File: src/hdl/psmr_pkg.sv
`timescale 1ns / 1ps
// Shared types, constants and the seed-mix line function for the
// position-seeded generator. No dependencies.
package psmr_pkg;

	typedef struct packed {
		logic signed [31:0] pos_x;
		logic signed [31:0] pos_y;
	} in_t;

	typedef struct packed {
		logic [30:0]        seed_out;
		logic signed [31:0] range_value;
	} out_t;

	typedef struct packed {
		logic [31:0] p;
		logic [31:0] q;
		logic [31:0] r;
	} mix_t;

	// Configuration register indexes.
	localparam int CFG_IDX_W = 2;
	localparam logic [CFG_IDX_W-1:0] CFG_BASE_SEED  = 2'd0;
	localparam logic [CFG_IDX_W-1:0] CFG_RANGE_LOW  = 2'd1;
	localparam logic [CFG_IDX_W-1:0] CFG_RANGE_HIGH = 2'd2;

	localparam logic [31:0]        BASE_SEED_RST  = 32'd0;
	localparam logic signed [31:0] RANGE_LOW_RST  = 32'sd0;
	localparam logic signed [31:0] RANGE_HIGH_RST = 32'sd1;

	localparam logic [31:0] MIX_XOR = 32'h93262e6f;
	// The position multiplier 134217727 is 2^27 - 1.
	localparam int POS_SHIFT = 27;
	localparam logic signed [31:0] Y_LIMIT = 32'sd102400;
	// 3483.328 in Q12.40: integer part and 40-bit fraction.
	localparam logic [11:0] C_INT  = 12'd3483;
	localparam logic [38:0] C_FRAC = 39'd360639813911;

	localparam logic [14:0] PM_MUL    = 15'd16807;
	localparam logic [30:0] PM_MOD    = 31'h7fffffff;
	localparam logic [30:0] SCALE_NUM = 31'd2147483639;
	localparam logic [31:0] SCALE_DEN = 32'hffffffff;
	// The range fraction 8589934596 / 2^64 is (2^33 + 2^2) / 2^64.
	localparam int K_SHIFT_HI = 33;
	localparam int K_SHIFT_LO = 2;

	localparam int MIX_LINES = 9;
	localparam logic [4:0] MIX_SHIFT [MIX_LINES] = '{
		5'd13, 5'd8, 5'd13, 5'd12, 5'd16, 5'd5, 5'd3, 5'd10, 5'd15
	};
	// Mix lines rotate through the three words p, q, r in this order.
	localparam logic [1:0] MIX_ROLE_P = 2'd0;
	localparam logic [1:0] MIX_ROLE_Q = 2'd1;
	localparam logic [1:0] MIX_ROLE_R = 2'd2;

	// Cycles from an accepted start to the done strobe.
	localparam int LATENCY = 30;

	function automatic mix_t mix_line(input logic [1:0] role, input logic [4:0] sh,
			input mix_t st);
		mix_t o;
		o = st;
		unique case (role)
			MIX_ROLE_P: o.p = (st.p - st.q - st.r) ^ (st.r >> sh);
			MIX_ROLE_Q: o.q = (st.q - st.p - st.r) ^ (st.p << sh);
			MIX_ROLE_R: o.r = (st.r - st.p - st.q) ^ (st.q >> sh);
			default:    o = st;
		endcase
		return o;
	endfunction

endpackage

File: src/hdl/psmr_mix.sv
`timescale 1ns / 1ps
// Nine-stage pipeline of the Jenkins-style seed mix, one mix line per stage.
// Depends on psmr_pkg.
module psmr_mix import psmr_pkg::*; (
	input  logic        clk,
	input  logic        arst_n,
	input  logic        in_vld,
	input  logic [31:0] a,
	input  logic [31:0] b,
	input  logic [31:0] ws,
	output logic        out_vld,
	output logic [31:0] g
);

	logic [MIX_LINES-1:0] vld_s;
	mix_t                 st_s   [MIX_LINES];
	mix_t                 stg_in [MIX_LINES];

	for (genvar i = 0; i < MIX_LINES; i++) begin : g_line
		localparam logic [1:0] ROLE = 2'(i % 3);

		if (i == 0) begin : g_first
			// The base seed starts out as the third word of the mix.
			assign stg_in[i] = '{p: a, q: b, r: ws};
			always_ff @(posedge clk or negedge arst_n) begin
				if (!arst_n) vld_s[i] <= 1'b0;
				else         vld_s[i] <= in_vld;
			end
		end else begin : g_next
			assign stg_in[i] = st_s[i-1];
			always_ff @(posedge clk or negedge arst_n) begin
				if (!arst_n) vld_s[i] <= 1'b0;
				else         vld_s[i] <= vld_s[i-1];
			end
		end

		always_ff @(posedge clk) begin
			st_s[i] <= mix_line(ROLE, MIX_SHIFT[i], stg_in[i]);
		end
	end

	assign out_vld = vld_s[MIX_LINES-1];
	assign g       = st_s[MIX_LINES-1].r;

endmodule

File: config.mk
export PLATFORM = sky130hd
export DESIGN_NAME = psmr_mix
export DESIGN_NICKNAME = d
export VERILOG_FILES = /design/src/hdl/psmr_pkg.sv /design/src/hdl/psmr_mix.sv
export SDC_FILE = /design/constraint.sdc
export NUM_CORES = 2
export LEC_CHECK = 0
export BUFFER_PORTS_ARGS = -buffer_cell sky130_fd_sc_hd__buf_2
export CORE_MARGIN = 2
export CORE_UTILIZATION = 63
export DETAILED_ROUTE_END_ITERATION = 6
export GPL_TIMING_DRIVEN = 0
export HOLD_SLACK_MARGIN = 0.15
export PLACE_DENSITY = 0.93
export SETUP_SLACK_MARGIN = 0.05
export SLEW_MARGIN = 25
export SYNTH_ARGS = -nofsm -noshare
export SYNTH_HDL_FRONTEND = slang
export SYNTH_SLANG_ARGS = --single-unit
File: constraint.sdc
create_clock -name clk -period 3.7 [get_ports clk]
set_input_delay 0.185 -clock clk [delete_from_list [all_inputs] [get_ports clk]]
set_output_delay 0.185 -clock clk [all_outputs]
set_load 0.02 [all_outputs]
* Word-level counts from Yosys, hierarchy flattened
Memories as Yosys holds them, arrays and structs flattened. Index checks and enable logic that the tools add are counted.
Storage, ports and cells: bits in latches 0, bits in writable memories 864, memories kept 1, bits of input ports 99, ROM bits 0, bits in registers 9, logic and storage cells 37
Memory list:
- st_s | words 9, width 96, read ports 9, clocked after memory_dff 0, wr ports 9, line psmr_mix.sv:16 | mix_t st_s [MIX_LINES];
Cells by class: multiplexer cells 0, bitwise logic cells 9, equality and inequality tests 0, divide/modulo/power cells 0, shift operators 0, multiply operators 0, add/sub/neg operators 18, reduce and logical (&&, ||, !) cells 0, magnitude comparators 0
Operators by type and width (number):
- $sub 32x32->32 | 18
- $xor 32x32->32 | 3
- $xor 32x19->32 | 2
- $xor 32x17->32 | 1
- $xor 32x20->32 | 1
- $xor 32x27->32 | 1
- $xor 32x29->32 | 1

* Logic depth before layout (Yosys ltp)
word-level depth 3, mapped depth 14

* Worst setup path after synthesis
OpenSTA, ideal clock, no wires.
path type reg-to-reg, start point memory st_s[0][2] in the netlist's numbering, end point memory st_s[1][62] in the netlist's numbering, data arrival time 3.208 ns, required time 3.585 ns, period minus slack after synthesis 3.323 ns, cell stages (with the launch flop) 14, path slack 0.377 ns, path through dfxtp_1 > inv_1 > fa_1 > ha_1 > nor2b_4 > o21ai_2 > nand2b_2 > a311oi_2 > o21bai_2 > a41o_4 > a311oi_4 > o221ai_2 > or4_1 > and3_1
RTL lines (line):
- start: declaration | psmr_mix.sv:16

==> results.toml <==
[status]
status = "complete, but fails checks"
failed_checks = "negative setup slack"

[sta]
worst_slack_ns = -0.0912
worst_clock_skew_ns = 0.0314
hold_violations = 0
slew_violations = 0
min_period_ns = 3.79
rsz0062_at_grt = "true"
setup_violations = 1
max-slew-margin-rel_pct = 59.9
min_period_over_period_pct = 102
worst_pin_slew_ns = 0.600
max_clock_freq_mhz = 264
fin_tns_setup_ns = -0.0912

[clock_tree]
clock_latency_ns = 0.63
clk_pin_slew_ns = 0.06
cts_htree_levels = 3
tritoncts = "done"
cts_buffer_depth = 3
numCtsBuffers = 79
cts_sinks = 809
cts-root-buf = "clkbuf_16"

[floorplanning]
die_w_um = 252
coreArea_sq_um = 61400
dieArea_sq_um = 63600
initial_core_util_pct = 63.3
rows = 91
io_pins = 132
die_height_um = 252

[setup_path]
crit_buf_inv = 2
slowest_stage = "fa_1"
start_kind = "flip-flop"
path_common_cell = "a221o_1"
r2r-end = "st_s[6][93]$_DFF_P_"
cp_top_family = "compound AO/OA/AOI/OAI gates"
reg2regPathDepth = 14
cp.arrival_ns = 4.32
worstSetupPathType = "reg -> reg"
slowest_delay_ns = 0.59
critPathMaxFanout = 5
cp-end-kind = "flip-flop"
cp_cell_sequence = "inv_1, fa_1, ha_2, nand2_2, nor2_1, a211oi_4, a211oi_2, o31ai_2, buf_4, a31oi_4, a221o_1, a221o_1, a21oi_2, xnor2_1"
worstPathRequired_ns = 4.22
r2r-start = "st_s[5][10]$_DFF_P_"
rrSetupSlack_ns = -0.09

[synth]
seq_area_frac_synth_pct = 41.8
synthXorXnorAreaFrac_pct = 11.3
synth.most_common_cell = "dfxtp_1"
avgSynthCellArea_sq_um = 10.7
synthSimpleGateAreaFrac_pct = 5.17
ys_types = 78
synthMuxAreaShare_pct = 0.0258
synth_common_cells = "dfxtp_1 (800), inv_1 (621), xnor2_1 (379)"
ys_warn_count = 0
synth_async_sr_flop_share_pct = 1.11
yosysTopAreaCell = "dfxtp_1"
netlist_area_sq_um = 38800
synth_adder_area_share_pct = 23.6
synth_ff_type = "dfxtp_1"
synth_enable_flop_cells = 0
synthCells = 3629
synthTopCellsByArea = "dfxtp_1 (41%), fa_1 (14%), ha_1 (9.6%), xnor2_1 (8.5%), inv_1 (6.0%)"
synth_top_family_by_area = "adder cells"
ys_ff_latch = 809
synth_compound_area_share_pct = 11.9
synth_top_area_share_pct = 41.2
syn_nets = 4298

[drt]
vias_per_cell = 5.52
first_iter_violations = 1411
dr_total_vias = 26500
wl_per_cell_um = 19.1
route.detailed.drc = 0
first_pass_iters = 6
detail-route-antenna-nets = 0
drt-total-wl_mm = 91.6

[global_route]
grt_pass1_vias = 27700
grt_usage_pct = 28.2
grt_max_degree = 16
grt_pass1_wl_mm = 140
antenna_found_initial = 0
globalRouteOverflowTotal = 0

[hold_path]
worst_hold_path.num_cells = 4
hold_path.class = "in -> reg"
hp-start = "a[24]"
holdPathEnd = "st_s[0][88]$_DFF_P_"

[final_layout]
diodes = 0
area_delta_synth_final_pct = 15.2
fillers = 3912
nets = 4617
drive_gt1_share_pct = 11.0

[placement]
hpwlAfterDp_mm = 66.1
port-buffer-count = 131
gp_congestion = 0.921

[run]
cap_violations = 0
metal layers:
metal / part of all wire (%) / GRT usage, % / vias to the layer above
met5: 0 / 0 / -
met4: 6.3 / 17.2 / 0
met3: 4.8 / 3.26 / 316
met2: 52 / 52.5 / 1006
met1: 37 / 30.6 / 12700
li1: - / - / 12400
registers in the layout, indices dropped and copies added (netlist names):
| register | count |
|---|---|
| vld_s | 8 |
| st_s | 800 |
| out_vld | 1 |
cells in the final DEF, fill, tap and decap left out, types with 35 or more instances in the layout:
cell type / netlist / final
nand2_1: 110 / 107
dlygate4sd3_1: 0 / 73
xor2_1: 122 / 122
a21oi_1: 237 / 220
clkbuf_16: 0 / 82
dfxtp_1: 800 / 768
nor2_1: 91 / 89
inv_1: 621 / 619
ha_1: 297 / 278
fa_1: 273 / 271
buf_2: 1 / 131
xnor2_1: 379 / 379
a21o_1: 165 / 164
nand2b_1: 35 / 35
o21a_1: 38 / 38
o21ai_0: 104 / 95
kinds of logic (layout without fill, tap and decap cells):
group / Yosys count / after routing
xor gates and xnor gates: 501 / 501
buffers and inverters: 635 / 1015
adders and majority gates: 570 / 570
DFF: 809 / 809
muxes: 1 / 1
and+or+nand+nor: 402 / 402
AOI/OAI and AO/OA: 711 / 711
layout make-up:
cell class	instances	area, sq um	share of cell area (%)
Buffer	14	56.3	0.126
Clock buffer	109	2260	5.06
Clock inverter	33	309	0.691
Inverter	621	2330	5.21
Multi-Input combinational cell	2185	20900	46.6
Sequential cell	809	16300	36.4
Tap cell	790	988	2.21
Timing Repair Buffer	238	1650	3.68
tightest hold or removal path, cell delays in order:
cell	delay [ns]
buf_2	0.09
fa_1	0.16
ha_1	0.21
xnor2_1	0.09
repair_timing:
action                                  CTS  global route
setup buffers                             7            27
endpoints found under the setup margin   33            45
pin swaps                                 9            52
hold endpoints to repair                 97             0
hold buffers                             73             0
gates cloned                              0             0
gates resized for setup                  46           119
stage by stage:
stage,setup slack (ns),area [sq um],utilization [%],cells,hold WS [ns]
detailed placement,-0.423,40500,66.0,4550,0.0406
floorplan,0.377,38800,-,3629,-0.111
CTS,-0.00444,44000,71.7,4772,0.151
global route,-0.132,44800,72.9,4799,0.205
finish,-0.0912,44800,72.9,4799,0.176
global placement,-0.747,40500,66.0,4550,0.0319
how the worst max path moves through the flow:
stage	endpoint	start	cells after the start	slack (ns)
after CTS	st_s[2][31]$_DFF_P_	st_s[1][37]$_DFF_P_	14	-0.004
final	st_s[6][93]$_DFF_P_	st_s[5][10]$_DFF_P_	14	-0.09
after global placement	st_s[2][31]$_DFF_P_	st_s[1][49]$_DFF_P_	13	-0.75
after global routing	st_s[6][93]$_DFF_P_	st_s[5][10]$_DFF_P_	14	-0.13
after detailed placement	st_s[2][31]$_DFF_P_	st_s[1][49]$_DFF_P_	13	-0.42
after floorplan	st_s[1][62]$_DFF_P_	st_s[0][2]$_DFF_P_	13	0.38
Power is left out: the tool's default activity adds up to more than one toggle a clock period on the data nets, which glitch-free logic cannot reach.
