===== config.mk =====
export PLATFORM = sky130hd
export DESIGN_NAME = psmr_mstep
export DESIGN_NICKNAME = d
export VERILOG_FILES = /design/src/hdl/psmr_pkg.sv /design/src/hdl/psmr_mstep.sv
export SDC_FILE = /design/constraint.sdc
export NUM_CORES = 1
export LEC_CHECK = 0
export BUFFER_PORTS_ARGS = -buffer_cell sky130_fd_sc_hd__buf_2
export CAP_MARGIN = 20
export CORE_ASPECT_RATIO = 0.9
export CORE_MARGIN = 2
export CORE_UTILIZATION = 64
export DETAILED_ROUTE_END_ITERATION = 7
export PLACE_DENSITY_LB_ADDON = 0.3
export SLEW_MARGIN = 25
export SYNTH_ARGS = -nofsm -noshare
export SYNTH_HDL_FRONTEND = slang
export SYNTH_SLANG_ARGS = --single-unit

===== constraint.sdc =====
create_clock -name clk -period 4.74 [get_ports clk]
set_input_delay 0.474 -clock clk [delete_from_list [all_inputs] [get_ports clk]]
set_output_delay 0.474 -clock clk [all_outputs]
set_load 0.05 [all_outputs]

===== src/hdl/psmr_pkg.sv =====
`timescale 1ns / 1ps
// Shared types, constants and the seed-mix line function for the
// position-seeded generator. No dependencies.
package psmr_pkg;

	typedef struct packed {
		logic signed [31:0] pos_x;
		logic signed [31:0] pos_y;
	} in_t;

	typedef struct packed {
		logic [30:0]        seed_out;
		logic signed [31:0] range_value;
	} out_t;

	typedef struct packed {
		logic [31:0] p;
		logic [31:0] q;
		logic [31:0] r;
	} mix_t;

	// Configuration register indexes.
	localparam int CFG_IDX_W = 2;
	localparam logic [CFG_IDX_W-1:0] CFG_BASE_SEED  = 2'd0;
	localparam logic [CFG_IDX_W-1:0] CFG_RANGE_LOW  = 2'd1;
	localparam logic [CFG_IDX_W-1:0] CFG_RANGE_HIGH = 2'd2;

	localparam logic [31:0]        BASE_SEED_RST  = 32'd0;
	localparam logic signed [31:0] RANGE_LOW_RST  = 32'sd0;
	localparam logic signed [31:0] RANGE_HIGH_RST = 32'sd1;

	localparam logic [31:0] MIX_XOR = 32'h93262e6f;
	// The position multiplier 134217727 is 2^27 - 1.
	localparam int POS_SHIFT = 27;
	localparam logic signed [31:0] Y_LIMIT = 32'sd102400;
	// 3483.328 in Q12.40: integer part and 40-bit fraction.
	localparam logic [11:0] C_INT  = 12'd3483;
	localparam logic [38:0] C_FRAC = 39'd360639813911;

	localparam logic [14:0] PM_MUL    = 15'd16807;
	localparam logic [30:0] PM_MOD    = 31'h7fffffff;
	localparam logic [30:0] SCALE_NUM = 31'd2147483639;
	localparam logic [31:0] SCALE_DEN = 32'hffffffff;
	// The range fraction 8589934596 / 2^64 is (2^33 + 2^2) / 2^64.
	localparam int K_SHIFT_HI = 33;
	localparam int K_SHIFT_LO = 2;

	localparam int MIX_LINES = 9;
	localparam logic [4:0] MIX_SHIFT [MIX_LINES] = '{
		5'd13, 5'd8, 5'd13, 5'd12, 5'd16, 5'd5, 5'd3, 5'd10, 5'd15
	};
	// Mix lines rotate through the three words p, q, r in this order.
	localparam logic [1:0] MIX_ROLE_P = 2'd0;
	localparam logic [1:0] MIX_ROLE_Q = 2'd1;
	localparam logic [1:0] MIX_ROLE_R = 2'd2;

	// Cycles from an accepted start to the done strobe.
	localparam int LATENCY = 30;

	function automatic mix_t mix_line(input logic [1:0] role, input logic [4:0] sh,
			input mix_t st);
		mix_t o;
		o = st;
		unique case (role)
			MIX_ROLE_P: o.p = (st.p - st.q - st.r) ^ (st.r >> sh);
			MIX_ROLE_Q: o.q = (st.q - st.p - st.r) ^ (st.p << sh);
			MIX_ROLE_R: o.r = (st.r - st.p - st.q) ^ (st.q >> sh);
			default:    o = st;
		endcase
		return o;
	endfunction

endpackage


===== src/hdl/psmr_mstep.sv =====
`timescale 1ns / 1ps
// One Park-Miller step (s * 16807 mod 2^31-1) in two stages, with a bypass
// when the step is disabled. Depends on psmr_pkg.
module psmr_mstep import psmr_pkg::*; (
	input  logic        clk,
	input  logic        arst_n,
	input  logic        in_vld,
	input  logic        en,
	input  logic [30:0] s_in,
	output logic        out_vld,
	output logic [30:0] s_out
);

	logic        vld_s1, vld_s2;
	logic        en_s1;
	logic [30:0] s_s1, s_s2;
	logic [45:0] prod_s1;
	logic [31:0] fold;
	logic [31:0] red;

	always_ff @(posedge clk or negedge arst_n) begin
		if (!arst_n) begin
			vld_s1 <= 1'b0;
			vld_s2 <= 1'b0;
		end else begin
			vld_s1 <= in_vld;
			vld_s2 <= vld_s1;
		end
	end

	always_ff @(posedge clk) begin
		en_s1   <= en;
		s_s1    <= s_in;
		prod_s1 <= {15'b0, s_in} * {31'b0, PM_MUL};
	end

	// 2^31 is 1 modulo 2^31-1, so the high part folds onto the low part.
	assign fold = {17'b0, prod_s1[45:31]} + {1'b0, prod_s1[30:0]};
	assign red  = (fold >= {1'b0, PM_MOD}) ? fold - {1'b0, PM_MOD} : fold;

	always_ff @(posedge clk) begin
		s_s2 <= en_s1 ? red[30:0] : s_s1;
	end

	assign out_vld = vld_s2;
	assign s_out   = s_s2;

endmodule


== After elaboration in Yosys (flattened, before gate mapping) ==
Index checks and enable logic that the tools add are counted.

* Flip-flop bits (word level): 111
* Logic and storage cells: 12
* Output and inout bits: 32

* Add/subtract/negate cells: 2
* Multiply operators: 1
* Mux-type cells: 2
* $lt $le $gt $ge: 1

{| class="wikitable"
|+ Operators with widths
! operator !! number
|-
| $mux W31 || 2
|-
| $mul A31 B15 Y46 const B || 1
|-
| $add A15 B31 Y32 || 1
|-
| $ge A32 B31 Y1 const B || 1
|-
| $sub A31 B31 Y31 const B || 1
|}

== Longest topological paths before layout ==
Gate-level depths: netlist (run 1).

* Depth in word-level cells: 4
* Depth in mapped cells: 24

== Worst setup path before layout (run 1) ==
OpenSTA, ideal clock, no wires.

* Path type: input -> register
* Start: in s_in[23]
* End: reg prod_s1[44]
* Buffers on the path: 0
* Cell stages on the path: 23
* Required time: 4.616 ns
* Data arrival time: 5.715 ns
* Setup slack: -1.099 ns
* Cells stage by stage: inv_1 fa_1 inv_1 ha_1 inv_1 fa_1 inv_1 fa_1 fa_1 inv_1 fa_1 inv_1 ha_1 a21o_1 a21o_1 a21o_1 a221o_1 or3_1 a21oi_1 nor2_1 a2bb2oi_1 a311oi_1 xnor2_1

* Cells in the longest elaborated chain, start to end: 1

{| class="wikitable"
|+ RTL lines
! element !! RTL line !! text
|-
| start, declared || psmr_mstep.sv:9 || <nowiki>input logic [30:0] s_in,</nowiki>
|-
| $mul A31 B15 Y46 || psmr_mstep.sv:34 || <nowiki>prod_s1 <= {15'b0, s_in} * {31'b0, PM_MUL};</nowiki>
|-
| end signal, assigned || psmr_mstep.sv:34 ||
|-
| end, declared || psmr_mstep.sv:17 || <nowiki>logic [45:0] prod_s1;</nowiki>
|}

Every way passes these cells.

== Final worst setup path (run 1) ==
* Start: in s_in[21]
* End: reg prod_s1[30]

The elaborated chain is that of the path after synthesis.

==> impl_metrics.json, run 1 <==
{
  "grt_pass1_wl_mm": 57.77,
  "reg2reg_slack_ns": 0.45,
  "slowest_stage": "fa_1",
  "crit_path_end_kind": "register",
  "insertion_delay_ns": 0.36,
  "crit_fanout": 6,
  "layout.nets": 1945,
  "avgSynthCellArea_um2": 9.156,
  "finalSetupViolations": 30,
  "place.gp.congestion": 0.9770,
  "min_period_over_period": 1.252,
  "synthesis.nets": 1696,
  "worstPathArrival_ns": 6.21,
  "pin_count": 67,
  "slowest_delay_ns": 0.62,
  "hold-path-endpoint": "en_s1$_DFF_P_",
  "r2r_start": "prod_s1[0]$_DFF_P_",
  "fin_area_um2": 15570,
  "grt_max_degree": 45,
  "violations": "negative setup slack",
  "path_common_cell": "fa_1",
  "syn-instance-count": 1324,
  "nFillCells": 922,
  "cts_buffers": 9,
  "async_reset_ff_frac": 0.01818,
  "whs_path_depth": 1,
  "dieArea_um2": 20060,
  "fin_util": 0.8431,
  "hold_viol_final": 0,
  "vias": 11470,
  "slew_headroom": 0.3951,
  "clkSlewWorstSetupHoldPaths_ns": 0.08,
  "r2r_cells": 12,
  "cts.sinks": 110,
  "track_usage": 0.3761,
  "tritoncts": "done",
  "die_height_um": 134.6,
  "drcViolationCount": 0,
  "fin_ws_ns": -1.195,
  "die_w_um": 149.1,
  "crit_chain": "buf_2 > buf_6 > fa_1 > ha_1 > inv_1 > fa_1 > inv_2 > fa_1 > fa_1 > inv_1 > fa_1 > inv_2 > ha_4 > a22oi_2 > nand2_1 > o21bai_4 > a31oi_4 > a31oi_4 > nand3_2 > o21bai_2 > a21o_1 > a21oi_2 > xnor2_2",
  "fin_skew_ns": 0.01559,
  "worst_setup_path_start_kind": "primary input",
  "place_hpwl_mm": 27.07,
  "core.rowCount": 47,
  "netlist_area_um2": 12120,
  "critPathKind": "primary input to register",
  "slew_violations": 0,
  "place_area_um2": 14140,
  "core_um2": 18470,
  "r2r-end": "s_out[13]$_DFF_P_",
  "antenna_found_initial": 1,
  "yosys_warnings": 0,
  "synth_edf_count": 0,
  "status": "complete, but fails checks",
  "fmax_mhz": 168.5,
  "maxCapViolCount": 0,
  "fin_tns_setup_ns": -23.19,
  "drt-total-wl_mm": 42.18,
  "synthFlopType": "dfxtp_1",
  "hold_class": "primary input to register",
  "initial_core_util": 0.6565,
  "first_pass_iters": 7,
  "areaGrowthSynthToFinish_pct": 28.42,
  "synth-seq-area-share": 0.1825,
  "cp_top_family": "adder cells",
  "tightest_slew_ns": 0.9074,
  "dp_cells": 1769,
  "wire_per_inst_um": 23.13,
  "layoutNonFillerInstCount": 1824,
  "cts_buffer_depth": 2,
  "first_global_vias": 11100,
  "portBuffers": 66,
  "synth-seq-cells": 110,
  "crit_required_ns": 5.01,
  "htree_num_levels": 3,
  "rsz0062_at_grt": "yes",
  "yosysUniqueCellTypes": 72,
  "drt_iter0_drc": 1199,
  "critPathBufInv": 6,
  "final_period_minus_worst_setup_slack_ns": 5.935,
  "via_per_inst": 6.287,
  "gr-total-overflow": 0,
  "root_buffer": "clkbuf_16",
  "drtAntennaViolNets": 0,
  "drive_above_1_share": 0.2877,
  "hold_start": "en"
}
## synthesized netlist by cell type (5+ instances only)
library cell	n	area, µm²
and2_1	10	62.56
nand2_1	54	202.7
o21ai_0	36	180.2
fa_1	134	2683
clkbuf_1	10	37.54
o21a_1	8	60.06
nand3_1	30	150.1
a21o_1	30	225.2
o21ai_1	5	25.02
inv_1	314	1179
nand2b_1	10	62.56
o21bai_1	11	82.58
buf_2	9	45.04
a31oi_1	19	118.9
a21oi_1	55	275.3
dfxtp_1	108	2162
xor2_1	26	227.7
o2bb2ai_1	7	61.31
or3_1	9	56.30
nor3_1	8	40.04
and3_1	12	75.07
nor4_1	7	43.79
nor2_1	58	217.7
xnor2_1	41	359.1
nand4_1	8	50.05
ha_1	203	2540
a211oi_1	9	67.56
nor2b_1	13	81.33
o31ai_1	8	60.06
## through the flow
stage | hold slack [ns] | setup slack, ns
CTS | 0.2153 | -0.8246
global route | 0.2091 | -1.256
floorplan | 0.1784 | -0.8925
detailed placement | 0.2640 | -1.301
global placement | 0.2575 | -1.241
finish | 0.2169 | -1.195
## worst register-to-register path: stages, from the launching register on
cell and delay, ns:
dfxtp_1 0.32, ha_1 0.23, fa_1 0.43, a211oi_1 0.38, o21ai_0 0.16, a21oi_1 0.26, nor3b_1 0.11, nor4bb_1 0.45
nand4_1 0.28, nor4_2 0.55, a21oi_4 0.28, or4b_1 0.55, a31oi_1 0.21
## flip-flops by register name, indices dropped and copies added, names as in the netlist
| name | cells |
|---|---|
| s_out | 31 |
| s_s1 | 30 |
| out_vld | 1 |
| en_s1 | 1 |
| vld_s1 | 1 |
| prod_s1 | 46 |
## layer usage
layer,part of all wire,vias to the layer above,GRT usage
met2,0.46,911,0.6249
met3,0.11,321,0.07432
met5,0,-,0
met4,0.085,0,0.2032
met1,0.35,5390,0.4638
li1,-,4846,-
## cells in the final DEF (no fill, tap or decap), types with 8 or more instances in the layout
cell type and count:
clkbuf_16 9, nand2_1 49, a21oi_2 14, xor2_1 22, a21o_1 30, ha_4 31, buf_2 51, nand3_1 27
and3_1 12, a21oi_1 36, nor2b_1 13, xnor2_1 36, fa_1 129, buf_6 27, buf_4 175, or3_1 8
a31oi_1 14, nand4_1 8, inv_1 264, nor2_1 50, inv_2 42, ha_1 171, o21bai_1 9, dfxtp_1 108
and2_1 8, o21ai_0 29, nand2b_1 10
## cell type report
type / count / area, µm² / area share
Multi-Input combinational cell: 879 / 9590 / 0.6160
Clock buffer: 9 / 225.2 / 0.01447
Sequential cell: 110 / 2212 / 0.1421
Timing Repair Buffer: 259 / 1958 / 0.1258
Inverter: 314 / 1212 / 0.07787
Clock inverter: 7 / 61.31 / 0.003938
Antenna cell: 1 / 2.502 / 0.0001607
Tap cell: 245 / 306.5 / 0.01969
## worst max path at each step
| stage | slack, ns | cells after the start | to | from |
|---|---|---|---|---|
| 2_1_floorplan | -0.89 | 23 | prod_s1[44]$_DFF_P_ | s_in[24] |
| 3_3_place_gp | -1.24 | 24 | prod_s1[44]$_DFF_P_ | s_in[24] |
| 3_5_place_dp | -1.30 | 24 | prod_s1[44]$_DFF_P_ | s_in[23] |
| 4_1_cts | -0.82 | 24 | prod_s1[44]$_DFF_P_ | s_in[23] |
| 5_1_grt | -1.26 | 22 | prod_s1[30]$_DFF_P_ | s_in[21] |
| 6_report | -1.20 | 23 | prod_s1[30]$_DFF_P_ | s_in[21] |
## cells by family after synthesis
kind of cell / share of synthesized area
compound gates: 0.1253
xor+xnor: 0.04841
fa+ha+maj: 0.4308
buf+inv: 0.1056
flops: 0.1825
mux: 0.003509
simple gates: 0.1039
## repair_timing
item                       in CTS  in global routing
hold buffers                    1                  0
setup endpoints to repair      30                 32
pin swaps                     131                 64
hold endpoints to repair        2                  0
setup buffers                  36                 15
resized for setup             142                 66
Power of run 1 is not shown: default switching activity piles up to over one toggle a cycle in this logic, so the estimate is an artifact.
==> run 2, diff against run 1 <==
CORE_MARGIN = 1   (was 2)
SETUP_SLACK_MARGIN = 0.3   (was not set)
==> impl_metrics.json, run 2 (synthesis gave the netlist of run 1 again) <==
{
  "clkSlewWorstSetupHoldPaths_ns": 0.09,
  "tightest_slew_ns": 0.8289,
  "violations": "design-rule violations, negative setup slack",
  "drtAntennaViolNets": 0,
  "critPathKind": "primary input to register",
  "hold_class": "primary input to register",
  "maxCapViolCount": 0,
  "vias": 11840,
  "antenna_found_initial": 1,
  "drcViolationCount": 1,
  "final_common_cell": "inv_1",
  "place_area_um2": 14120,
  "whs_path_depth": 1,
  "cts.sinks": 110,
  "die_w_um": 147.1,
  "drt_iter0_drc": 1286,
  "status": "complete, but fails checks",
  "die_height_um": 132.6,
  "final_period_minus_worst_setup_slack_ns": 5.979,
  "layoutNonFillerInstCount": 1845,
  "fin_tns_setup_ns": -26.11,
  "mostFrequentLayoutCells": "258 x inv_1, 166 x ha_1, 165 x buf_4",
  "areaGrowthSynthToFinish_pct": 31.73,
  "worst_setup_path_start_kind": "primary input",
  "place_hpwl_mm": 27.33,
  "portBuffers": 66,
  "slew_violations": 0,
  "rsz0062_at_grt": "yes",
  "gr-total-overflow": 0,
  "cts_buffer_depth": 2,
  "root_buffer": "clkbuf_16",
  "crit_path_end_kind": "register",
  "fin_ws_ns": -1.239,
  "drive_above_1_share": 0.3077,
  "htree_num_levels": 3,
  "drt-total-wl_mm": 46.17,
  "slew_headroom": 0.4474,
  "track_usage": 0.4234,
  "largest_reg_flops": 46,
  "r2r_cells": 9,
  "core_um2": 18470,
  "dieArea_um2": 19500,
  "first_global_vias": 11830,
  "grt_pass1_wl_mm": 62.91,
  "core.rowCount": 47,
  "dp_cells": 1766,
  "crit_required_ns": 5.03,
  "min_period_over_period": 1.261,
  "finalSetupViolations": 32,
  "first_pass_iters": 8,
  "grt_max_degree": 45,
  "crit_fanout": 3,
  "registers.top_by_ff_count": "prod_s1",
  "fmax_mhz": 167.3,
  "place.gp.congestion": 0.9526,
  "hold_viol_final": 0,
  "tritoncts": "done",
  "insertion_delay_ns": 0.36,
  "cts_buffers": 9,
  "fin_skew_ns": 0.01559,
  "initial_core_util": 0.6565,
  "layout.nets": 1966,
  "worstPathArrival_ns": 6.27,
  "via_per_inst": 6.420,
  "wire_per_inst_um": 25.02,
  "pin_count": 67,
  "fin_area_um2": 15970
}
[run 2: timing repair]
action,CTS,global route
hold buffers,1,0
pin swaps,122,61
hold endpoints to repair,2,0
gates resized for setup,174,78
endpoints found under the setup margin,33,48
setup buffers,43,18
[run 2: cell type report]
type | instances | area [µm²]
well taps | 245 | 306.5
fillers | 854 | 2496
multi-input cells | 879 | 9719
repair buffers | 280 | 2225
clock inverters | 6 | 60.06
inverters | 314 | 1205
clock buffers | 10 | 239.0
diodes | 1 | 2.502
flip-flops and latches | 110 | 2212
[run 2: through the flow]
stage / hold slack, ns / utilization / setup slack (ns)
2_1_floorplan: 0.1784 / - / -0.8925
3_3_place_gp: 0.2572 / 0.7645 / -1.262
3_5_place_dp: 0.2606 / 0.7645 / -1.331
4_1_cts: 0.2188 / 0.8389 / -0.8916
5_1_grt: 0.2123 / 0.8647 / -1.285
6_report: 0.2161 / 0.8648 / -1.239
[run 2: path summary, 6_finish.rpt]
check | startpoint | slack, ns | end
min reg2reg | vld_s1$_DFF_PN0_ | 0.36 | out_vld$_DFF_PN0_
max reg2reg | prod_s1[14]$_DFF_P_ | 0.56 | s_out[13]$_DFF_P_
max | s_in[23] | -1.24 | prod_s1[38]$_DFF_P_
max in group asynchronous | arst_n | 4.22 | out_vld$_DFF_PN0_
min in group asynchronous | arst_n | 0.42 | vld_s1$_DFF_PN0_
min | en | 0.22 | en_s1$_DFF_P_
[run 2: worst max-delay path, stage by stage]
cell and delay (ns):
buf_8 0.08, clkinvlp_4 0.12, buf_6 0.16, fa_2 0.58, inv_2 0.06, ha_4 0.26, inv_2 0.03, fa_1 0.54
inv_2 0.06, fa_2 0.38, fa_1 0.54, inv_1 0.08, fa_1 0.39, inv_1 0.12, ha_4 0.22, a21o_1 0.23
a21o_1 0.18, a21o_1 0.19, a221o_1 0.42, or3_4 0.40, a21oi_4 0.19, o31ai_2 0.10, a21o_1 0.21, a21oi_2 0.14
xnor2_1 0.13
[run 2: metal layers]
layer,wire (µm),global-route usage,up-vias
li1,-,-,4876
met1,15740,0.5044,5586
met2,20590,0.6976,987
met4,4615,0.2818,0
met5,0,0,-
met3,5224,0.08138,395
Power of run 2 is left out for the same reason.
